**config.mk**
```make
export PLATFORM = sky130hd
export DESIGN_NAME = multichannel_sliding_median_top_flat
export DESIGN_NICKNAME = d
export VERILOG_FILES = /design/src/rtl/mdn_pkg.sv /design/src/rtl/mdn_if.sv /design/src/rtl/mdn_store.sv /design/src/rtl/mdn_select.sv /design/src/rtl/multichannel_sliding_median_top.sv /design/src/flat_wrapper.sv
export SDC_FILE = /design/constraint.sdc
export NUM_CORES = 2
export LEC_CHECK = 0
export ABC_AREA = 0
export BUFFER_PORTS_ARGS = -buffer_cell sky130_fd_sc_hd__buf_2
export CELL_PAD_IN_SITES_DETAIL_PLACEMENT = 0
export CELL_PAD_IN_SITES_GLOBAL_PLACEMENT = 1
export CORE_ASPECT_RATIO = 0.6
export CORE_MARGIN = 3
export CORE_UTILIZATION = 45
export DETAILED_ROUTE_END_ITERATION = 8
export PLACE_DENSITY = 0.65
export SKIP_LAST_GASP = 1
export SLEW_MARGIN = 20
export SYNTH_ARGS = -nofsm -noshare
export SYNTH_HDL_FRONTEND = slang
export SYNTH_SLANG_ARGS = --single-unit
```
**constraint.sdc**
```tcl
create_clock -name clk -period 14.35 [get_ports clk]
set_input_delay 2.87 -clock clk [delete_from_list [all_inputs] [get_ports clk]]
set_output_delay 2.87 -clock clk [all_outputs]
set_load 0.005 [all_outputs]
```
**src/rtl/mdn_pkg.sv**
```systemverilog
// Shared constants, types and control structures of the sliding median block.
package mdn_pkg;

  localparam int SAMPLE_W         = 32;
  localparam int CHANNEL_W        = 3;
  localparam int LEN_W            = 4;
  localparam int CHANNELS_DEF     = 4;
  localparam int WINDOW_LIMIT_DEF = 11;

  // Digit-serial selection: two bits of every lane are resolved per step.
  localparam int DIGIT_W = 2;
  localparam int RADIX   = 1 << DIGIT_W;
  localparam int STEPS   = SAMPLE_W / DIGIT_W;
  localparam int STEP_W  = $clog2(STEPS);

  // Flipping the sign bit turns a signed order into an unsigned one.
  localparam logic [SAMPLE_W-1:0] SIGN_FLIP = {1'b1, {(SAMPLE_W-1){1'b0}}};

  typedef enum logic [2:0] {
    ST_IDLE,
    ST_LOAD,
    ST_FLUSH,
    ST_SELECT,
    ST_DONE
  } mdn_state_t;

  typedef struct packed {
    logic wr_en;
    logic rd_en;
  } mdn_store_ctrl_t;

  typedef struct packed {
    logic clear;
    logic shift;
    logic step;
  } mdn_sel_ctrl_t;

endpackage

```
**src/rtl/mdn_if.sv**
```systemverilog
// Valid/ready channel interfaces for input samples and median results.
interface mdn_in_if;
  import mdn_pkg::*;

  logic                        valid;
  logic                        ready;
  logic [CHANNEL_W-1:0]        channel;
  logic [LEN_W-1:0]            window_len;
  logic signed [SAMPLE_W-1:0]  sample;

  modport source (output valid, output channel, output window_len, output sample,
                  input ready);
  modport sink   (input valid, input channel, input window_len, input sample,
                  output ready);
endinterface

interface mdn_out_if;
  import mdn_pkg::*;

  logic                        valid;
  logic                        ready;
  logic signed [SAMPLE_W-1:0]  median;
  logic                        invalid;

  modport source (output valid, output median, output invalid, input ready);
  modport sink   (input valid, input median, input invalid, output ready);
endinterface

```
**src/rtl/mdn_store.sv**
```systemverilog
// Per-channel sample memory with valid bits and ring write pointers.
module mdn_store #(
  parameter int CHANNELS     = mdn_pkg::CHANNELS_DEF,
  parameter int WINDOW_LIMIT = mdn_pkg::WINDOW_LIMIT_DEF,
  localparam int CH_W  = (CHANNELS > 1) ? $clog2(CHANNELS) : 1,
  localparam int WIN_W = $clog2(WINDOW_LIMIT)
) (
  input  logic                          clk,
  input  logic                          rst_n,
  input  mdn_pkg::mdn_store_ctrl_t      ctrl,
  input  logic [CH_W-1:0]               ch,
  input  logic [mdn_pkg::LEN_W-1:0]     len,
  input  logic [mdn_pkg::SAMPLE_W-1:0]  wr_data,
  input  logic [WIN_W-1:0]              rd_idx,
  output logic [mdn_pkg::SAMPLE_W-1:0]  rd_data,
  output logic                          rd_valid
);
  import mdn_pkg::*;

  logic [SAMPLE_W-1:0] mem [CHANNELS][WINDOW_LIMIT];
  logic                vld_r [CHANNELS][WINDOW_LIMIT];
  logic [WIN_W-1:0]    ptr_r [CHANNELS];
  logic [SAMPLE_W-1:0] mem_q_r;
  logic                vld_q_r;
  logic                rd_valid_r;
  logic [WIN_W:0]      ptr_inc;
  logic [WIN_W-1:0]    wr_idx;

  // The pointer advances first and wraps once it reaches the window length.
  assign ptr_inc = {1'b0, ptr_r[ch]} + (WIN_W+1)'(1);
  assign wr_idx  = (32'(ptr_inc) >= 32'(len)) ? '0 : ptr_inc[WIN_W-1:0];

  always_ff @(posedge clk) begin
    if (!rst_n) begin
      ptr_r      <= '{default: '0};
      vld_r      <= '{default: 1'b0};
      rd_valid_r <= 1'b0;
    end else begin
      rd_valid_r <= ctrl.rd_en;
      if (ctrl.wr_en) begin
        ptr_r[ch]        <= wr_idx;
        vld_r[ch][wr_idx] <= 1'b1;
      end
    end
  end

  always_ff @(posedge clk) begin
    if (ctrl.wr_en) begin
      mem[ch][wr_idx] <= wr_data;
    end
    if (ctrl.rd_en) begin
      mem_q_r <= mem[ch][rd_idx];
      vld_q_r <= vld_r[ch][rd_idx];
    end
  end

  // Slots never written since reset read as zero.
  assign rd_data  = vld_q_r ? mem_q_r : '0;
  assign rd_valid = rd_valid_r;

endmodule

```
**src/rtl/mdn_select.sv**
```systemverilog
// Lane shift registers and radix-4 digit-serial rank selection.
module mdn_select #(
  parameter int WINDOW_LIMIT = mdn_pkg::WINDOW_LIMIT_DEF
) (
  input  logic                          clk,
  input  logic                          rst_n,
  input  mdn_pkg::mdn_sel_ctrl_t        ctrl,
  input  logic [mdn_pkg::LEN_W-1:0]     len,
  input  logic [mdn_pkg::SAMPLE_W-1:0]  shift_data,
  output logic [mdn_pkg::SAMPLE_W-1:0]  result
);
  import mdn_pkg::*;

  localparam int LANES = WINDOW_LIMIT - 1;
  localparam int CNT_W = $clog2(LANES + 1);

  logic [SAMPLE_W-1:0] lane_r [LANES];
  logic [LANES-1:0]    act_r;
  logic [LANES-1:0]    act_nxt;
  logic [LANES-1:0]    cand_r;
  logic [LANES-1:0]    cand_nxt;
  logic [CNT_W-1:0]    k_r;
  logic [CNT_W-1:0]    k_nxt;
  logic [SAMPLE_W-1:0] res_r;
  logic [CNT_W-1:0]    cnt [RADIX];
  logic [CNT_W-1:0]    base;
  logic [DIGIT_W-1:0]  dig;
  logic                found;

  // Count the candidates that carry each digit value in the top position,
  // then walk the cumulative counts to find the digit that holds rank k.
  always_comb begin
    for (int v = 0; v < RADIX; v++) begin
      cnt[v] = '0;
      for (int j = 0; j < LANES; j++) begin
        if (cand_r[j] && (lane_r[j][SAMPLE_W-1 -: DIGIT_W] == DIGIT_W'(v))) begin
          cnt[v] = cnt[v] + CNT_W'(1);
        end
      end
    end
    base  = '0;
    found = 1'b0;
    dig   = DIGIT_W'(RADIX - 1);
    for (int v = 0; v < RADIX - 1; v++) begin
      if (!found) begin
        if (k_r < base + cnt[v]) begin
          found = 1'b1;
          dig   = DIGIT_W'(v);
        end else begin
          base = base + cnt[v];
        end
      end
    end
    k_nxt = k_r - base;
    for (int j = 0; j < LANES; j++) begin
      cand_nxt[j] = cand_r[j] && (lane_r[j][SAMPLE_W-1 -: DIGIT_W] == dig);
    end
    act_nxt[0] = 1'b1;
    for (int j = 1; j < LANES; j++) begin
      act_nxt[j] = act_r[j-1];
    end
  end

  always_ff @(posedge clk) begin
    if (!rst_n) begin
      act_r  <= '0;
      cand_r <= '0;
      k_r    <= '0;
    end else if (ctrl.clear) begin
      act_r  <= '0;
      cand_r <= '0;
      k_r    <= CNT_W'(len >> 1);
    end else if (ctrl.shift) begin
      act_r  <= act_nxt;
      cand_r <= act_nxt;
    end else if (ctrl.step) begin
      cand_r <= cand_nxt;
      k_r    <= k_nxt;
    end
  end

  always_ff @(posedge clk) begin
    if (ctrl.shift) begin
      lane_r[0] <= shift_data ^ SIGN_FLIP;
      for (int j = 1; j < LANES; j++) begin
        lane_r[j] <= lane_r[j-1];
      end
    end else if (ctrl.step) begin
      for (int j = 0; j < LANES; j++) begin
        lane_r[j] <= {lane_r[j][SAMPLE_W-DIGIT_W-1:0], {DIGIT_W{1'b0}}};
      end
      res_r <= {res_r[SAMPLE_W-DIGIT_W-1:0], dig};
    end
  end

  assign result = res_r ^ SIGN_FLIP;

endmodule

```
**src/rtl/multichannel_sliding_median_top.sv**
```systemverilog
// Top level of the multichannel sliding-window median filter.
//
// Usage: every transaction on the input channel (in_ch) carries a channel
// number, a window length and a signed Q16.16 sample; each one produces
// exactly one transaction on the result channel (out_ch) with the median of
// that channel's window, or zero with the invalid flag set when the channel
// is not below CHANNELS or the length is zero or not below WINDOW_LIMIT.
// A valid item is taken in the idle state and then keeps the block busy
// while it reads window_len slots from the sample memory (one memory read
// port), passes the flush state, runs 16 selection steps of two bits each
// and hands the result to the output register. An invalid item goes straight
// to the handover. The next transaction is taken only once the handover is
// done and the block is idle again. One item is processed at a time.
// Reset is synchronous and active low; it zeroes the write pointers and the
// memory valid bits, so every sample slot reads as zero until written.
// While the receiver stalls the result stays in the output register and
// the next item is still taken and processed; only its final handover waits
// until the register has been emptied.
module multichannel_sliding_median_top #(
  parameter int CHANNELS     = mdn_pkg::CHANNELS_DEF,
  parameter int WINDOW_LIMIT = mdn_pkg::WINDOW_LIMIT_DEF
) (
  input  logic         clk,
  input  logic         rst_n,
  mdn_in_if.sink       in_ch,
  mdn_out_if.source    out_ch
);
  import mdn_pkg::*;

  localparam int CH_W  = (CHANNELS > 1) ? $clog2(CHANNELS) : 1;
  localparam int WIN_W = $clog2(WINDOW_LIMIT);

  mdn_state_t          state_r, state_nxt;
  logic [CH_W-1:0]     ch_r, ch_nxt;
  logic [LEN_W-1:0]    len_r, len_nxt;
  logic                inv_r, inv_nxt;
  logic [WIN_W-1:0]    idx_r, idx_nxt;
  logic [STEP_W-1:0]   step_r, step_nxt;
  logic                out_valid_r, out_valid_nxt;
  logic [SAMPLE_W-1:0] median_r, median_nxt;
  logic                invalid_r, invalid_nxt;
  logic                out_load;

  logic                accept;
  logic                in_ok;
  logic [CH_W-1:0]     store_ch;
  mdn_store_ctrl_t     store_ctrl;
  mdn_sel_ctrl_t       sel_ctrl;
  logic [SAMPLE_W-1:0] rd_data;
  logic                rd_valid;
  logic [SAMPLE_W-1:0] sel_result;

  // Input checks: the channel must exist and the length must lie in range.
  assign in_ok = (32'(in_ch.channel) < CHANNELS) && (in_ch.window_len != '0) &&
                 (32'(in_ch.window_len) < WINDOW_LIMIT);

  assign in_ch.ready = (state_r == ST_IDLE);
  assign accept      = in_ch.valid && in_ch.ready;

  // The write happens in the accepting cycle; reads use the captured channel.
  assign store_ch         = (state_r == ST_IDLE) ? CH_W'(in_ch.channel) : ch_r;
  assign store_ctrl.wr_en = accept && in_ok;
  assign store_ctrl.rd_en = (state_r == ST_LOAD);

  assign sel_ctrl.clear = accept && in_ok;
  assign sel_ctrl.shift = rd_valid;
  assign sel_ctrl.step  = (state_r == ST_SELECT);

  mdn_store #(
    .CHANNELS     (CHANNELS),
    .WINDOW_LIMIT (WINDOW_LIMIT)
  ) u_store (
    .clk      (clk),
    .rst_n    (rst_n),
    .ctrl     (store_ctrl),
    .ch       (store_ch),
    .len      (in_ch.window_len),
    .wr_data  (in_ch.sample),
    .rd_idx   (idx_r),
    .rd_data  (rd_data),
    .rd_valid (rd_valid)
  );

  mdn_select #(
    .WINDOW_LIMIT (WINDOW_LIMIT)
  ) u_select (
    .clk        (clk),
    .rst_n      (rst_n),
    .ctrl       (sel_ctrl),
    .len        (in_ch.window_len),
    .shift_data (rd_data),
    .result     (sel_result)
  );

  always_comb begin
    state_nxt = state_r;
    ch_nxt    = ch_r;
    len_nxt   = len_r;
    inv_nxt   = inv_r;
    idx_nxt   = idx_r;
    step_nxt  = step_r;
    out_load  = 1'b0;
    unique case (state_r)
      ST_IDLE: begin
        if (accept) begin
          ch_nxt    = CH_W'(in_ch.channel);
          len_nxt   = in_ch.window_len;
          inv_nxt   = !in_ok;
          idx_nxt   = '0;
          state_nxt = in_ok ? ST_LOAD : ST_DONE;
        end
      end
      ST_LOAD: begin
        idx_nxt = idx_r + WIN_W'(1);
        if (32'(idx_r) + 32'd1 == 32'(len_r)) begin
          state_nxt = ST_FLUSH;
        end
      end
      ST_FLUSH: begin
        // The last slot read is shifted into the lanes in this cycle.
        step_nxt  = '0;
        state_nxt = ST_SELECT;
      end
      ST_SELECT: begin
        step_nxt = step_r + STEP_W'(1);
        if (step_r == STEP_W'(STEPS - 1)) begin
          state_nxt = ST_DONE;
        end
      end
      ST_DONE: begin
        if (!out_valid_r || out_ch.ready) begin
          out_load  = 1'b1;
          state_nxt = ST_IDLE;
        end
      end
      default: begin
        state_nxt = ST_IDLE;
      end
    endcase
  end

  // Output register: holds the result until the receiver takes it.
  always_comb begin
    out_valid_nxt = out_valid_r;
    median_nxt    = median_r;
    invalid_nxt   = invalid_r;
    if (out_load) begin
      out_valid_nxt = 1'b1;
      median_nxt    = inv_r ? '0 : sel_result;
      invalid_nxt   = inv_r;
    end else if (out_ch.ready) begin
      out_valid_nxt = 1'b0;
    end
  end

  always_ff @(posedge clk) begin
    if (!rst_n) begin
      state_r     <= ST_IDLE;
      out_valid_r <= 1'b0;
    end else begin
      state_r     <= state_nxt;
      out_valid_r <= out_valid_nxt;
    end
  end

  always_ff @(posedge clk) begin
    ch_r      <= ch_nxt;
    len_r     <= len_nxt;
    inv_r     <= inv_nxt;
    idx_r     <= idx_nxt;
    step_r    <= step_nxt;
    median_r  <= median_nxt;
    invalid_r <= invalid_nxt;
  end

  assign out_ch.valid   = out_valid_r;
  assign out_ch.median  = median_r;
  assign out_ch.invalid = invalid_r;

  // An out-of-range transaction skips the memory and selection entirely.
  a_invalid_skips : assert property (@(posedge clk) disable iff (!rst_n)
    accept && !in_ok |=> state_r == ST_DONE && inv_r)
    else $error("invalid transaction did not go straight to result handover");

  // Reads never go beyond the window length that was captured.
  a_read_in_window : assert property (@(posedge clk) disable iff (!rst_n)
    state_r == ST_LOAD |-> 32'(idx_r) < 32'(len_r))
    else $error("memory read beyond the window length");

  // Read data only arrives while the lanes are being filled.
  a_shift_in_load : assert property (@(posedge clk) disable iff (!rst_n)
    rd_valid |-> state_r == ST_LOAD || state_r == ST_FLUSH)
    else $error("lane shift outside the load phase");

endmodule
```
**src/flat_wrapper.sv**
```systemverilog
// flat-port wrapper written by rule: the top's interface ports become plain ports
module multichannel_sliding_median_top_flat import mdn_pkg::*;
#(
  parameter int CHANNELS     = mdn_pkg::CHANNELS_DEF,
  parameter int WINDOW_LIMIT = mdn_pkg::WINDOW_LIMIT_DEF
)
  (clk, rst_n, in_ch_valid, in_ch_channel, in_ch_window_len, in_ch_sample, in_ch_ready, out_ch_valid, out_ch_median, out_ch_invalid, out_ch_ready);
  mdn_in_if in_ch_i ();
  mdn_out_if out_ch_i ();
  input  logic clk;
  input  logic rst_n;
  input wire logic [$bits(in_ch_i.valid)-1:0] in_ch_valid;
  input wire logic [$bits(in_ch_i.channel)-1:0] in_ch_channel;
  input wire logic [$bits(in_ch_i.window_len)-1:0] in_ch_window_len;
  input wire logic [$bits(in_ch_i.sample)-1:0] in_ch_sample;
  output wire logic [$bits(in_ch_i.ready)-1:0] in_ch_ready;
  output wire logic [$bits(out_ch_i.valid)-1:0] out_ch_valid;
  output wire logic [$bits(out_ch_i.median)-1:0] out_ch_median;
  output wire logic [$bits(out_ch_i.invalid)-1:0] out_ch_invalid;
  input wire logic [$bits(out_ch_i.ready)-1:0] out_ch_ready;
  assign in_ch_i.valid = in_ch_valid;
  assign in_ch_i.channel = in_ch_channel;
  assign in_ch_i.window_len = in_ch_window_len;
  assign in_ch_i.sample = in_ch_sample;
  assign in_ch_ready = in_ch_i.ready;
  assign out_ch_valid = out_ch_i.valid;
  assign out_ch_median = out_ch_i.median;
  assign out_ch_invalid = out_ch_i.invalid;
  assign out_ch_i.ready = out_ch_ready;
  multichannel_sliding_median_top #(.CHANNELS(CHANNELS), .WINDOW_LIMIT(WINDOW_LIMIT)) u_core (.clk(clk), .rst_n(rst_n), .in_ch(in_ch_i), .out_ch(out_ch_i));
endmodule
```
Word-level counts from Yosys, hierarchy flattened
Memories as Yosys holds them, arrays and structs flattened.
Cells that the tools add are included.
{"block": "word_totals", "ff_bits": 201, "mem_bits_rw": 1728, "input_bits": 43, "out_inout_bits": 35, "wordCells": 345, "mem_count": 2}
{"block": "classes", "addsub": 34, "n_lt_le_gt_ge": 11, "eq_ne": 41, "muxes": 102, "bitwise_logic": 18, "reduce_logical": 72}
{"memory": "u_core.u_store.mem", "depth": 4, "width": 352, "read_ports": 1, "rd_ports_with_merged_regs": 0, "write_ports": 1, "line": "mdn_store.sv:20", "source": "logic [SAMPLE_W-1:0] mem [CHANNELS][WINDOW_LIMIT];"}
{"memory": "u_core.u_select.lane_r", "depth": 10, "width": 32, "read_ports": 10, "rd_ports_with_merged_regs": 0, "write_ports": 10, "line": "mdn_select.sv:17", "source": "logic [SAMPLE_W-1:0] lane_r [LANES];"}
{"op": "32-bit 2-to-1 mux", "count": 14}
{"op": "352-bit 2-to-1 mux", "count": 1}
{"op": "4-bit 2-to-1 mux", "count": 37}
{"op": "32-bit binary-select mux with 4-bit select", "count": 1}
{"op": "32-bit demux with 4-bit select", "count": 1}
{"op": "4-bit by 1-bit adder with 4-bit output (second input constant)", "count": 29}
{"op": "1-bit logical AND", "count": 46}
{"op": "44-bit OR", "count": 1}
{"op": "11-bit 2-to-1 mux", "count": 3}
{"op": "32-bit by 4-bit equality test with 1-bit output", "count": 1}
{"op": "3-bit 2-to-1 mux", "count": 8}
{"op": "11-bit binary-select mux with 2-bit select", "count": 1}
{"op": "11-bit demux with 2-bit select", "count": 1}
{"op": "2-bit by 1-bit equality test with 1-bit output (second input constant)", "count": 10}
{"op": "2-bit equality test", "count": 10}
{"op": "2-bit equality test (second input constant)", "count": 10}
{"op": "2-bit zero test", "count": 10}
{"op": "10-bit 2-to-1 mux", "count": 2}
{"op": "1-bit 2-to-1 mux", "count": 19}
{"op": "16-bit bitwise mux", "count": 1}
{"op": "4-bit one-hot mux with 2 select lines", "count": 2}
{"op": "3-bit one-hot mux with 5 select lines", "count": 1}
{"op": "4-bit less-than comparator", "count": 3}
{"op": "2-bit 2-to-1 mux", "count": 6}
{"op": "other kinds (32)", "count": 60}

Logic depth before layout (Yosys ltp)
An unclocked memory read counts as a cell.
{"block": "depth", "word_depth": 36, "depth_mapped": 66, "ltp_nobuf": 64}

By module
From an unflattened synthesis, not the netlist that was laid out.
{"block": "unflattened", "cells_unflattened": 4226, "area_unflattened_um2": 78246.3}
{"mod": "mdn_store", "n_inst": 1, "cells_per_inst": 2626, "area_each_um2": 57794.2, "seq_area_each_um2": 44492.7}
{"mod": "mdn_select", "n_inst": 1, "cells_per_inst": 1446, "area_each_um2": 18268.8, "seq_area_each_um2": 10850.4}
{"mod": "multichannel_sliding_median_top", "n_inst": 1, "cells_per_inst": 154, "area_each_um2": 2183.3, "seq_area_each_um2": 1521.5}

Least setup slack after synthesis
OpenSTA, ideal clock, no wires.
{"block": "synth_path", "path_type": "register to register", "startpoint": "memory u_core.u_select.lane_r[1][31]", "endpoint": "register u_core.u_select.k_r[3]", "setup_ps": 141, "t_arrival_ps": 12774, "required_ps": 14209, "slack_ps": 1435, "path_stages_with_launch": 60, "path_buffers": 2, "period_less_slack_ps": 12915, "cell_sequence": "edfxtp_1 -> or3b_2 -> ha_1 -> xnor2_1 -> inv_1 -> ha_1 -> nand2_1 -> nand2_1 -> ha_1 -> or4b_2 -> mux2i_1 -> a21oi_1 -> ha_1 -> inv_1 -> o21ai_0 -> ha_1 -> a21oi_1 -> nand2_1 -> [24 not listed] -> ha_1 -> a21oi_1 -> xnor2_1 -> o21ba_2 -> or3_4 -> nand2_1 -> xor2_1 -> ha_1 -> a21oi_1 -> nor3_1 -> mux2i_1 -> ha_1 -> a21o_1 -> a21o_1 -> and4_1 -> o2111a_1 -> a2111oi_1 -> o311ai_1"}
{"item": "from (decl)", "line": "mdn_select.sv:17"}
{"item": "to (signal assigned)", "line": "mdn_select.sv:72", "source": "k_r <= CNT_W'(len >> 1);"}
{"item": "to (signal assigned)", "line": "mdn_select.sv:78", "source": "k_r <= k_nxt;"}
{"item": "to (decl)", "line": "mdn_select.sv:22", "source": "logic [CNT_W-1:0] k_r;"}

==> results.json <==
{
  "fin_worst_skew_ps": 57.3,
  "final_common_cell": "edfxtp_1",
  "final_cell_area_um2": 88000,
  "hold_viol_final": 0,
  "die_w_um": 548,
  "max_freq_mhz": 74.8,
  "syn-cell-area_um2": 79200,
  "final_cells": 8458,
  "arrival_ps": 14070,
  "crit_type": "register to register",
  "dp.cells": 8118,
  "ir_worst_vdd_mv": 0.114,
  "worst_pin_slew_ps": 1070,
  "critical_path_required_ps": 15050,
  "ys.flop_type": "edfxtp_1",
  "crit_top_cell": "ha_1",
  "antenna_found_initial": 18,
  "coreArea_um2": 174000,
  "detail_route.vias_per_cell": 5.83,
  "cts_tree": "done",
  "postCtsHoldBufs": 0,
  "drt_pass1_iterations": 8,
  "nNetsFinal": 6064,
  "hp-class": "register to register",
  "rows": 118,
  "slew_viol_final": 0,
  "synth-edff-count": 1823,
  "fin_crit_sh": 0.932,
  "cts-root-buf": "clkbuf_16",
  "seq_area_frac_synth": 0.718,
  "htree_num_levels": 4,
  "setup_tns_ps": 0,
  "cp_slowest_cell": "or4b_2",
  "grt_max_degree": 163,
  "synth.net_count": 6115,
  "drv_cap": 0,
  "startpoint_type": "register",
  "synth_seq_cells": 1929,
  "slowest_delay_ps": 700,
  "yosysWarnings": 0,
  "clk_path_buf_depth": 4,
  "wl_per_cell_um": 26.2,
  "grt_pass1_vias": 45800,
  "dpl_cell_area_um2": 82200,
  "synth_area_per_cell_um2": 13.2,
  "synthCells": 6018,
  "leakagePower_uw": 0.0301,
  "cts_buffers": 187,
  "power_density_nw_per_um2": 153,
  "rsz0062_at_grt": "false",
  "syn_to_final_growth_pct": 11.1,
  "insertion_delay_ps": 850,
  "overflow": 0,
  "first_iter_violations": 6014,
  "ant_nets": 0,
  "post-cts-setup-buffer-count": 0,
  "cts_resized": 0,
  "clk_pin_slew_ps": 70,
  "setup_viol": 0,
  "status": "finished clean",
  "grt_pass1_wl_um": 322000,
  "synth-async-reset-ratio": 0,
  "timing.hold.ws_ps": 440,
  "grt_usage": 0.241,
  "cts_sinks": 1929,
  "wl_um": 222000,
  "drive_above_1_share": 0.0912,
  "slew_headroom": 0.286,
  "post-route-min-period_ps": 13370,
  "drcViolationCount": 0,
  "finalWeightedCongestion": 0.807,
  "cp-end-kind": "register",
  "dieArea_um2": 181000,
  "vias": 49300,
  "die_h_um": 331,
  "synth_cell_types": 85,
  "most-common-layout-cells": "1823 x edfxtp_1, 1665 x nand2_1, 416 x nand3_1",
  "port_buffers": 77,
  "dp_hpwl_um": 117000,
  "io_pins": 78,
  "crit_fanout": 5,
  "initial_core_util": 0.456
}
## report_power, final
part           switching, uW  internal, uW  leakage, uW
sequential              82.7          6340       0.0174
combinational           1620           658      0.00994
clock                   2080          2640      0.00279
## state kept, by name, summed over array words and instances (netlist names), 9 cells and up
signal	count
u_core.u_store.vld_r	44
u_core.u_select.res_r	32
u_core.u_select.act_r	9
u_core.u_store.ptr_r	16
u_core.u_store.mem	1408
u_core.u_select.lane_r	320
u_core.u_select.cand_r	10
u_core.u_store.mem_q_r	32
u_core.out_ch.median	32
## cell usage after synthesis, drive strengths merged, types with 15 or more instances
cell type     n  share of area
mux2i        18         0.0023
o21ai        42         0.0027
mux4         33         0.0094
buf          56         0.0030
inv          37         0.0018
clkbuf      368          0.017
and3        177          0.014
nand2      1665          0.079
o21a         47         0.0045
a22o        273          0.030
xnor2        67         0.0087
nor3b        15         0.0017
nand4        15         0.0012
dfxtp       106          0.027
o22ai        35         0.0028
a21oi        33         0.0021
nand2b       21         0.0017
and2         18         0.0014
xor2         28         0.0033
ha           52         0.0082
a311oi      165          0.018
nor3         20         0.0014
a31oi       211          0.017
nor2b        58         0.0046
nand3       416          0.026
edfxtp     1823           0.69
nor2         95         0.0045
## per-stage QoR
stage | total power (uW) | util | setup slack [ps]
2_1_floorplan | 7910 | - | 1440
3_3_place_gp | 8790 | 0.473 | 450
3_5_place_dp | 8800 | 0.473 | 282
4_1_cts | 13500 | 0.506 | 297
5_1_grt | 14000 | 0.507 | 59.2
6_report | 13400 | 0.507 | 979
## path summary, 6_finish.rpt
path,end,cells past startpoint,from,slack [ps]
hold reg to reg,u_core.u_select.res_r[15]$_DFFE_PP_,0,u_core.u_select.res_r[13]$_DFFE_PP_,440
setup / recovery,u_core.u_select.k_r[3]$_SDFFE_PP0P_,57,u_core.u_select.lane_r[1][30]$_DFFE_PP_,980
hold / removal,u_core.u_select.res_r[15]$_DFFE_PP_,0,u_core.u_select.res_r[13]$_DFFE_PP_,440
setup reg to reg,u_core.u_select.k_r[3]$_SDFFE_PP0P_,57,u_core.u_select.lane_r[1][30]$_DFFE_PP_,980
## logic make-up after synthesis
kind of cell / after synthesis / synth area share
adders and majority gates: 54 / 0.00872
xor gates and xnor gates: 102 / 0.0141
DFF: 1929 / 0.718
and+or+nand+nor: 2558 / 0.142
buffers and inverters: 461 / 0.0222
muxes: 58 / 0.0127
AOI/OAI and AO/OA: 856 / 0.0825
## metal layers
| layer | track usage | wire length (um) |
|---|---|---|
| met3 | 0.0663 | 21200 |
| met5 | 0 | 13 |
| met4 | 0.0494 | 3670 |
| met2 | 0.330 | 90700 |
| met1 | 0.380 | 106000 |
## critical path, delay by kind of cell, from the launching register on
kind	cells	cell delay [ps]
multiplexers	3	820
AO/OA/AOI/OAI	22	4010
flip-flops	1	490
XOR/XNOR	5	990
buffers and inverters	2	150
adder cells (fa/ha/maj)	13	4030
AND/OR/NAND/NOR	12	2760
## area by class of cell
class | instances | area [um^2]
fillers | 14800 | 85600
flip-flops and latches | 1929 | 56900
multi-input cells | 3628 | 21000
clock buffers | 251 | 5090
well taps | 2340 | 2930
repair buffers | 184 | 1330
clock inverters | 79 | 601
inverters | 37 | 159
diodes | 10 | 25.0
No activity file was read; power rests on OpenSTA's default activity.
